## src/mpid_pkg.sv

```systemverilog
// Shared types and constants for the multichannel PID core.
// Used by mpid_csr and multichannel_pid_antiwindup_core; no dependencies.
package mpid_pkg;

   // Defaults for the top-level parameters
   localparam int CHANNELS_DEF       = 8;
   localparam int GAIN_FRAC_BITS_DEF = 12;

   // Field and datapath widths
   localparam int CHAN_W     = 3;
   localparam int POS_W      = 24;
   localparam int GAIN_W     = 16;
   localparam int LIMIT_W    = 23;
   localparam int DRIVE_W    = 8;
   localparam int ERR_W      = 25;
   localparam int INTEG_W    = 24;
   localparam int SUM_W      = 26;
   localparam int DER_W      = 26;
   localparam int PROD_P_W   = ERR_W + GAIN_W;
   localparam int PROD_I_W   = INTEG_W + GAIN_W;
   localparam int PROD_D_W   = DER_W + GAIN_W;
   localparam int ACC_W      = 44;
   localparam int DRIVE_MAG_W = 7;
   localparam int CSR_ADDR_W = 4;
   localparam int CSR_DATA_W = 32;

   // Input transfer payload
   typedef struct packed {
      logic [CHAN_W-1:0]        channel;
      logic signed [POS_W-1:0]  setpoint;
      logic signed [POS_W-1:0]  measurement;
   } req_type;

   // Result transfer payload
   typedef struct packed {
      logic [CHAN_W-1:0]         channel_out;
      logic signed [DRIVE_W-1:0] drive;
   } rsp_type;

   // Configuration seen by the datapath
   typedef struct packed {
      logic signed [GAIN_W-1:0] prop_gain;
      logic signed [GAIN_W-1:0] integ_gain;
      logic signed [GAIN_W-1:0] deriv_gain;
      logic [LIMIT_W-1:0]       integral_limit;
   } gains_type;

   // Register map, word index
   typedef enum logic [1:0] {
      REG_PROP_GAIN      = 2'd0,
      REG_INTEG_GAIN     = 2'd1,
      REG_DERIV_GAIN     = 2'd2,
      REG_INTEGRAL_LIMIT = 2'd3
   } reg_index_type;

endpackage

```

## src/mpid_csr.sv

```systemverilog
// APB-style register file holding the PID gains and the integral limit.
// Depends on mpid_pkg.
module mpid_csr (
   input  logic                               clock,
   input  logic                               reset,
   input  logic                               csr_psel,
   input  logic                               csr_penable,
   input  logic                               csr_pwrite,
   input  logic [mpid_pkg::CSR_ADDR_W-1:0]    csr_paddr,
   input  logic [mpid_pkg::CSR_DATA_W-1:0]    csr_pwdata,
   output logic [mpid_pkg::CSR_DATA_W-1:0]    csr_prdata,
   output logic                               csr_pready,
   output mpid_pkg::gains_type                gains
);

   mpid_pkg::gains_type     gains_ff;
   mpid_pkg::reg_index_type reg_idx;
   logic                    wr_en;

   assign reg_idx    = mpid_pkg::reg_index_type'(csr_paddr[3:2]);
   assign wr_en      = csr_psel && csr_penable && csr_pwrite;
   assign csr_pready = 1'b1;
   assign gains      = gains_ff;

   // Register writes on the access phase
   always_ff @(posedge clock) begin
      if (reset) begin
         gains_ff <= '0;
      end else if (wr_en) begin
         unique case (reg_idx)
            mpid_pkg::REG_PROP_GAIN: begin
               gains_ff.prop_gain <= csr_pwdata[mpid_pkg::GAIN_W-1:0];
            end
            mpid_pkg::REG_INTEG_GAIN: begin
               gains_ff.integ_gain <= csr_pwdata[mpid_pkg::GAIN_W-1:0];
            end
            mpid_pkg::REG_DERIV_GAIN: begin
               gains_ff.deriv_gain <= csr_pwdata[mpid_pkg::GAIN_W-1:0];
            end
            mpid_pkg::REG_INTEGRAL_LIMIT: begin
               gains_ff.integral_limit <= csr_pwdata[mpid_pkg::LIMIT_W-1:0];
            end
         endcase
      end
   end

   // Read mux, fields returned zero-extended
   always_comb begin
      unique case (reg_idx)
         mpid_pkg::REG_PROP_GAIN: begin
            csr_prdata = mpid_pkg::CSR_DATA_W'(unsigned'(gains_ff.prop_gain));
         end
         mpid_pkg::REG_INTEG_GAIN: begin
            csr_prdata = mpid_pkg::CSR_DATA_W'(unsigned'(gains_ff.integ_gain));
         end
         mpid_pkg::REG_DERIV_GAIN: begin
            csr_prdata = mpid_pkg::CSR_DATA_W'(unsigned'(gains_ff.deriv_gain));
         end
         mpid_pkg::REG_INTEGRAL_LIMIT: begin
            csr_prdata = mpid_pkg::CSR_DATA_W'(gains_ff.integral_limit);
         end
      endcase
   end

endmodule

```

## src/multichannel_pid_antiwindup_core.sv

```systemverilog
// Multichannel PID core with integral clamp; top level.
// Depends on mpid_pkg and mpid_csr.
// The result passes through the input register, the product register and the
// result register. Throughput: one item per cycle while rsp_stall does not
// hold the result register; the per-channel integral and last error of an
// in-range channel are updated as an item leaves the input register, so the
// next item on the same channel sees them at once.
// Reset (synchronous): pipeline emptied, gains and limit zero, all channel
// state zero.
module multichannel_pid_antiwindup_core #(
   parameter int CHANNELS       = mpid_pkg::CHANNELS_DEF,
   parameter int GAIN_FRAC_BITS = mpid_pkg::GAIN_FRAC_BITS_DEF
) (
   input  logic                            clock,
   input  logic                            reset,
   // input channel
   input  logic                            req_valid,
   output logic                            req_stall,
   input  mpid_pkg::req_type               req_payload,
   // result channel
   output logic                            rsp_valid,
   input  logic                            rsp_stall,
   output mpid_pkg::rsp_type               rsp_payload,
   // configuration
   input  logic                            csr_psel,
   input  logic                            csr_penable,
   input  logic                            csr_pwrite,
   input  logic [mpid_pkg::CSR_ADDR_W-1:0] csr_paddr,
   input  logic [mpid_pkg::CSR_DATA_W-1:0] csr_pwdata,
   output logic [mpid_pkg::CSR_DATA_W-1:0] csr_prdata,
   output logic                            csr_pready
);

   localparam int CH_IDX_W = (CHANNELS > 1) ? $clog2(CHANNELS) : 1;
   localparam int CH_EXT_W = CH_IDX_W + mpid_pkg::CHAN_W;

   mpid_pkg::gains_type gains;

   mpid_csr u_csr (
      .clock       (clock),
      .reset       (reset),
      .csr_psel    (csr_psel),
      .csr_penable (csr_penable),
      .csr_pwrite  (csr_pwrite),
      .csr_paddr   (csr_paddr),
      .csr_pwdata  (csr_pwdata),
      .csr_prdata  (csr_prdata),
      .csr_pready  (csr_pready),
      .gains       (gains)
   );

   // ---------------------------------------------------------------
   // Pipeline flow control: a stage moves when the next one is free
   // ---------------------------------------------------------------
   logic s_vld_ff, p_vld_ff, out_vld_ff;
   logic out_free, p_free, s_free;

   assign out_free  = !out_vld_ff || !rsp_stall;
   assign p_free    = !p_vld_ff || out_free;
   assign s_free    = !s_vld_ff || p_free;
   assign req_stall = !s_free;

   // Input register
   mpid_pkg::req_type s_req_ff;

   always_ff @(posedge clock) begin
      if (reset) begin
         s_vld_ff <= 1'b0;
      end else if (s_free) begin
         s_vld_ff <= req_valid;
      end
   end

   always_ff @(posedge clock) begin
      if (s_free && req_valid) begin
         s_req_ff <= req_payload;
      end
   end

   // ---------------------------------------------------------------
   // Stage 1: error, clamped integral, derivative, channel state
   // ---------------------------------------------------------------
   logic signed [mpid_pkg::INTEG_W-1:0] integral_ff [CHANNELS];
   logic signed [mpid_pkg::ERR_W-1:0]   last_err_ff [CHANNELS];

   logic [CH_EXT_W-1:0]                 ch_ext;
   logic [CH_IDX_W-1:0]                 ch_idx;
   logic                                ch_ok;
   logic                                upd_en;
   logic signed [mpid_pkg::INTEG_W-1:0] integ_rd;
   logic signed [mpid_pkg::ERR_W-1:0]   last_err_rd;
   logic signed [mpid_pkg::ERR_W-1:0]   err;
   logic signed [mpid_pkg::SUM_W-1:0]   sum;
   logic signed [mpid_pkg::SUM_W-1:0]   lim_s;
   logic signed [mpid_pkg::SUM_W-1:0]   integ_w;
   logic signed [mpid_pkg::INTEG_W-1:0] integ_in;
   logic signed [mpid_pkg::DER_W-1:0]   der;

   assign ch_ext = CH_EXT_W'(s_req_ff.channel);
   assign ch_idx = ch_ext[CH_IDX_W-1:0];
   assign ch_ok  = (ch_ext < CH_EXT_W'(CHANNELS));
   assign upd_en = s_vld_ff && p_free && ch_ok;

   assign integ_rd    = integral_ff[ch_idx];
   assign last_err_rd = last_err_ff[ch_idx];

   assign err = mpid_pkg::ERR_W'(s_req_ff.setpoint)
              - mpid_pkg::ERR_W'(s_req_ff.measurement);
   assign sum = mpid_pkg::SUM_W'(integ_rd) + mpid_pkg::SUM_W'(err);
   assign lim_s = mpid_pkg::SUM_W'(signed'({1'b0, gains.integral_limit}));
   assign der = mpid_pkg::DER_W'(err) - mpid_pkg::DER_W'(last_err_rd);

   // Clamp: a magnitude at or above the limit pins to +/- limit
   always_comb begin
      if (!sum[mpid_pkg::SUM_W-1]) begin
         integ_w = (sum < lim_s) ? sum : lim_s;
      end else begin
         integ_w = (sum > -lim_s) ? sum : -lim_s;
      end
   end

   assign integ_in = integ_w[mpid_pkg::INTEG_W-1:0];

   // Channel state update as the item leaves the input register
   always_ff @(posedge clock) begin
      if (reset) begin
         for (int k = 0; k < CHANNELS; k++) begin
            integral_ff[k] <= '0;
            last_err_ff[k] <= '0;
         end
      end else if (upd_en) begin
         integral_ff[ch_idx] <= integ_in;
         last_err_ff[ch_idx] <= err;
      end
   end

   // ---------------------------------------------------------------
   // Stage 2: gain products
   // ---------------------------------------------------------------
   logic signed [mpid_pkg::PROD_P_W-1:0] prod_p_in, prod_p_ff;
   logic signed [mpid_pkg::PROD_I_W-1:0] prod_i_in, prod_i_ff;
   logic signed [mpid_pkg::PROD_D_W-1:0] prod_d_in, prod_d_ff;
   logic [mpid_pkg::CHAN_W-1:0]          p_ch_ff;
   logic                                 p_ok_ff;

   assign prod_p_in = err * gains.prop_gain;
   assign prod_i_in = integ_in * gains.integ_gain;
   assign prod_d_in = der * gains.deriv_gain;

   always_ff @(posedge clock) begin
      if (reset) begin
         p_vld_ff <= 1'b0;
      end else if (p_free) begin
         p_vld_ff <= s_vld_ff;
      end
   end

   always_ff @(posedge clock) begin
      if (p_free && s_vld_ff) begin
         prod_p_ff <= prod_p_in;
         prod_i_ff <= prod_i_in;
         prod_d_ff <= prod_d_in;
         p_ch_ff   <= s_req_ff.channel;
         p_ok_ff   <= ch_ok;
      end
   end

   // ---------------------------------------------------------------
   // Stage 3: sum, truncate toward zero, saturate to +/-127
   // ---------------------------------------------------------------
   logic signed [mpid_pkg::ACC_W-1:0]     acc;
   logic                                  acc_neg;
   logic [mpid_pkg::ACC_W-1:0]            acc_mag;
   logic [mpid_pkg::ACC_W-1:0]            acc_shr;
   logic [mpid_pkg::DRIVE_MAG_W-1:0]      drive_mag;
   logic signed [mpid_pkg::DRIVE_W-1:0]   drive_in;
   mpid_pkg::rsp_type                     out_ff;

   assign acc = mpid_pkg::ACC_W'(prod_p_ff) + mpid_pkg::ACC_W'(prod_i_ff)
              + mpid_pkg::ACC_W'(prod_d_ff);
   assign acc_neg = acc[mpid_pkg::ACC_W-1];
   assign acc_mag = acc_neg ? unsigned'(-acc) : unsigned'(acc);
   assign acc_shr = acc_mag >> GAIN_FRAC_BITS;
   assign drive_mag = (|acc_shr[mpid_pkg::ACC_W-1:mpid_pkg::DRIVE_MAG_W])
                    ? '1 : acc_shr[mpid_pkg::DRIVE_MAG_W-1:0];

   always_comb begin
      if (!p_ok_ff) begin
         drive_in = '0;
      end else if (acc_neg) begin
         drive_in = -signed'({1'b0, drive_mag});
      end else begin
         drive_in = signed'({1'b0, drive_mag});
      end
   end

   always_ff @(posedge clock) begin
      if (reset) begin
         out_vld_ff <= 1'b0;
      end else if (out_free) begin
         out_vld_ff <= p_vld_ff;
      end
   end

   always_ff @(posedge clock) begin
      if (out_free && p_vld_ff) begin
         out_ff.channel_out <= p_ch_ff;
         out_ff.drive       <= drive_in;
      end
   end

   assign rsp_valid   = out_vld_ff;
   assign rsp_payload = out_ff;

   // ---------------------------------------------------------------
   // Assertions
   // ---------------------------------------------------------------
   // Saturation never yields the asymmetric code
   a_drive_sym: assert property (@(posedge clock) disable iff (reset)
      rsp_valid |-> (rsp_payload.drive != -8'sd128))
      else $error("drive left the +/-127 range");

   // An integral written to the store respects the current limit
   a_integ_clamped: assert property (@(posedge clock) disable iff (reset)
      upd_en |-> ((integ_w <= lim_s) && (integ_w >= -lim_s)))
      else $error("integral written outside the limit");

   // An empty result register never backs up the input
   a_no_false_stall: assert property (@(posedge clock) disable iff (reset)
      !out_vld_ff |-> !req_stall)
      else $error("input stalled with an empty pipeline tail");

   // Updated channel state is visible to the following item
   a_state_written: assert property (@(posedge clock) disable iff (reset)
      upd_en |=> (integral_ff[$past(ch_idx)] == $past(integ_in)))
      else $error("integral store not updated");

endmodule
```

## config.mk

```make
export PLATFORM = sky130hd
export DESIGN_NAME = multichannel_pid_antiwindup_core
export DESIGN_NICKNAME = d
export VERILOG_FILES = /design/src/mpid_pkg.sv /design/src/mpid_csr.sv /design/src/multichannel_pid_antiwindup_core.sv
export SDC_FILE = /design/constraint.sdc
export NUM_CORES = 2
export LEC_CHECK = 0
export BUFFER_PORTS_ARGS = -buffer_cell sky130_fd_sc_hd__buf_2
export CORE_ASPECT_RATIO = 1.25
export CORE_UTILIZATION = 51
export CTS_BUF_LIST = sky130_fd_sc_hd__clkbuf_16
export CTS_CLUSTER_SIZE = 24
export DETAILED_ROUTE_END_ITERATION = 12
export PLACE_DENSITY = 0.63
export SYNTH_ARGS = -nofsm -noshare
export SYNTH_HDL_FRONTEND = slang
export SYNTH_SLANG_ARGS = --single-unit
```

## constraint.sdc

```tcl
create_clock -name clock -period 34.1 [get_ports clock]
set_input_delay 3.41 -clock clock [delete_from_list [all_inputs] [get_ports clock]]
set_output_delay 3.41 -clock clock [all_outputs]
set_load 0.01 [all_outputs]
```

==> summary.md <==
| Metric | Value |
|---|---|
| Slew HR | `0.0352` |
| Share of layout cells above drive strength 1 | `0.0840` |
| Unrepaired setup endpoints after global routing | `no` |
| Congestion Overflow GR | `0` |
| Yosys reg bits | `657` |
| Avg Cell Area, Syn | `10.1 um^2` |
| Vias in the first global route | `58,900` |
| Nets | `9,427` |
| Reg2reg start | `s_req_ff[24]$_DFFE_PP_` |
| Final setup vio count | `0` |
| Seq pwr share | `0.274` |
| DRT Pass-1 Iters | `6` |
| Data arrival, critical path | `18,690 ps` |
| Die height | `438 um` |
| CP max stage delay | `1080 ps` |
| Max Slew Vio Count | `0` |
| Clock sink count | `657` |
| Clock buffer depth | `3` |
| Power Dens Cells | `41.9 nW/um^2` |
| Final min period | `18,250 ps` |
| Seq/Total Area, Yosys | `0.245` |
| Worst skew pair latency | `710 ps` |
| Period utilization | `0.535` |
| Slowest cell on crit path | `xor2_1` |
| Syn Inst Count | `7,658` |
| Crit. Startpoint | `s_req_ff[24]$_DFFE_PP_` |
| Syn. warnings | `0` |
| Netlist cell types | `103` |
| IO Pins | `140` |
| Cell Int Power | `1.92 mW` |
| Initial core utilization | `0.515` |
| Max Clk Rate | `0.0548 GHz` |
| Core Util, Final | `0.552` |
| H-tree depth | `3` |
| Hold Crit Class | `flop to flop` |
| Initial antenna violation count | `11` |
| Setup crit end kind | `flop` |
| Post-Route WL | `231,000 um` |
| Fill cell count | `13,200` |
| DRC violations left | `0` |
| WL/cell | `23.8 um` |
| Core area | `150,000 um^2` |
| Setup TNS Final | `0 ps` |
| TritonCTS clock tree | `done` |
| First-pass GRT wire length | `353,000 um` |
| Area Growth Syn to Fin | `7.14%` |
| Clock Power Share | `0.237` |
| Pin count of the biggest net entering global routing | `89` |
| CP required | `34,540 ps` |
| Outcome | `complete, no violations` |
| Worst VDD drop | `57.3 uV` |
| Vias per cell | `5.72` |
| Leakage power | `34.9 nW` |
| Critical-path maximum fanout | `45` |
| Synthesized cell area | `77,400 um^2` |
| CTS Hold Bufs | `0` |
| Top_reg_cell synth | `edfxtp_1` |
| Postcts setup bufs | `0` |
| Switching Fraction | `0.448` |
| Die area | `153,000 um^2` |
| NetSw | `1.56 mW` |
| # resized after CTS | `0` |
| WS Path Type | `flop to flop` |
| Via Count | `55,700` |
| EDFF count, synth | `580` |
| Clock slew at reported path FFs | `70 ps` |
| Clk_skew | `48.7 ps` |
| Final ANT Viol Nets | `0` |
| Post-synth ARST share | `0` |
| Num CTS Buffers | `71` |
| Hold Crit Start | `p_ch_ff[2]$_DFFE_PP_` |
| Max cap viols | `0` |
| Detailed Route Iter0 Violations | `4,141` |
| GP Congestion | `0.987` |
| Startpoint type of the worst setup path | `flop` |
| GRT Total Usage | `0.311` |
| Root Driver | `clkbuf_16` |
| Comb pwr share | `0.489` |
| Hpwl dp | `173,000 um` |
| I/O Buffers | `118` |
| Slew @ Worst Pin | `1440 ps` |
| Final Hold Fails | `0` |
| Placement Rows | `159` |
| Die W | `350 um` |
stage by stage:
stage	setup slack [ps]	hold WS, ps	total power [mW]	cell area, um^2	cells
floorplan	20240	400	2.01	77500	7666
global placement	16300	406	2.61	80400	9598
detailed placement	16050	407	2.63	80400	9598
CTS	16000	421	3.46	82900	9729
global route	14630	433	3.64	82900	9729
finish	15850	419	3.47	83000	9734
layer usage:
metal  part of all wire  global-route usage
met1               0.37               0.372
met2               0.49               0.534
met3              0.071              0.0460
met4              0.066               0.174
met5                  0                   0
path summary, 6_finish.rpt:
path / to / cells after the start / slack, ps
setup / recovery: prod_i_ff[38]$_DFFE_PP_ / 59 / 15850
hold / removal: rsp_payload[10]$_DFFE_PP_ / 0 / 420
setup reg to reg: prod_i_ff[38]$_DFFE_PP_ / 59 / 15850
hold reg to reg: rsp_payload[10]$_DFFE_PP_ / 0 / 420
flip-flops by register name (all words and copies together) (netlist names), named ones only:
signal / flops
prod_d_ff: 42
integral_ff: 192
u_csr.gains: 71
prod_p_ff: 41
s_req_ff: 48
p_vld_ff: 1
last_err_ff: 200
prod_i_ff: 40
rsp_payload: 11
s_vld_ff: 1
p_ch_ff: 3
rsp_valid: 1
ch_idx: 3
worst max-delay path, delay by kind of cell (launching register included):
kind	cells	cell delay, ps
adder cells (fa/ha/maj)	11	4620
XOR/XNOR	2	1360
flip-flops	1	360
multiplexers	1	110
buffers and inverters	9	1740
AND/OR/NAND/NOR	11	2340
AO/OA/AOI/OAI	25	7400
synth_stat cells (77+ instances only):
| cell | count | area [um^2] |
|---|---|---|
| inv_1 | 1334 | 5010 |
| fa_1 | 1210 | 24200 |
| nand2_1 | 1006 | 3780 |
| edfxtp_1 | 580 | 17400 |
| nor2_1 | 496 | 1860 |
| ha_1 | 464 | 5810 |
| and2_1 | 383 | 2400 |
| clkbuf_1 | 287 | 1080 |
| a21oi_1 | 284 | 1420 |
| nor2b_1 | 184 | 1150 |
| xnor2_1 | 183 | 1600 |
| mux4_2 | 114 | 2570 |
| o21ai_0 | 84 | 420 |
| dfxtp_1 | 77 | 1540 |
power by group through the flow:
stage / clock, mW / sequential (mW) / combinational [mW]
4_1_cts: 0.833 / 0.952 / 1.67
3_3_place_gp: 0 / 0.967 / 1.65
2_1_floorplan: 0 / 0.953 / 1.05
5_1_grt: 0.862 / 0.954 / 1.82
3_5_place_dp: 0 / 0.968 / 1.66
6_report: 0.824 / 0.951 / 1.70
cell type report:
type,instances,area [um^2],area share
Antenna cell,5,12.5,0.000151
Clock buffer,71,1780,0.0214
Clock inverter,60,722,0.00870
Inverter,1338,5020,0.0606
Multi-Input combinational cell,5308,52100,0.628
Sequential cell,657,19000,0.229
Tap cell,2012,2520,0.0303
Timing Repair Buffer,283,1830,0.0221
cell usage in the layout (no fill, tap or decap), types with 55 or more instances in the layout:
cell / Yosys / final
a21o_1: 62 / 62
a21oi_1: 284 / 284
and2_1: 383 / 383
buf_2: 39 / 117
buf_4: 13 / 166
clkbuf_16: 0 / 71
dfxtp_1: 77 / 65
edfxtp_1: 580 / 580
fa_1: 1210 / 1210
ha_1: 464 / 464
inv_1: 1334 / 1337
mux2i_1: 57 / 55
mux4_2: 114 / 114
nand2_1: 1006 / 1000
nand2b_1: 74 / 66
nand3_1: 74 / 72
nor2_1: 496 / 494
nor2b_1: 184 / 184
nor3_1: 61 / 61
o21ai_0: 84 / 84
xnor2_1: 183 / 183
xor2_1: 57 / 57
cell families after synthesis:
family	count (synthesis)	share of synthesized area
buffers and inverters	1701	0.0839
and+or+nand+nor	2449	0.149
other	2	0.0000970
AOI/OAI and AO/OA	723	0.0607
adders and majority gates	1674	0.388
xor gates and xnor gates	241	0.0274
DFF	657	0.245
muxes	211	0.0463
Note: power is estimated with default switching activity, not from simulation.
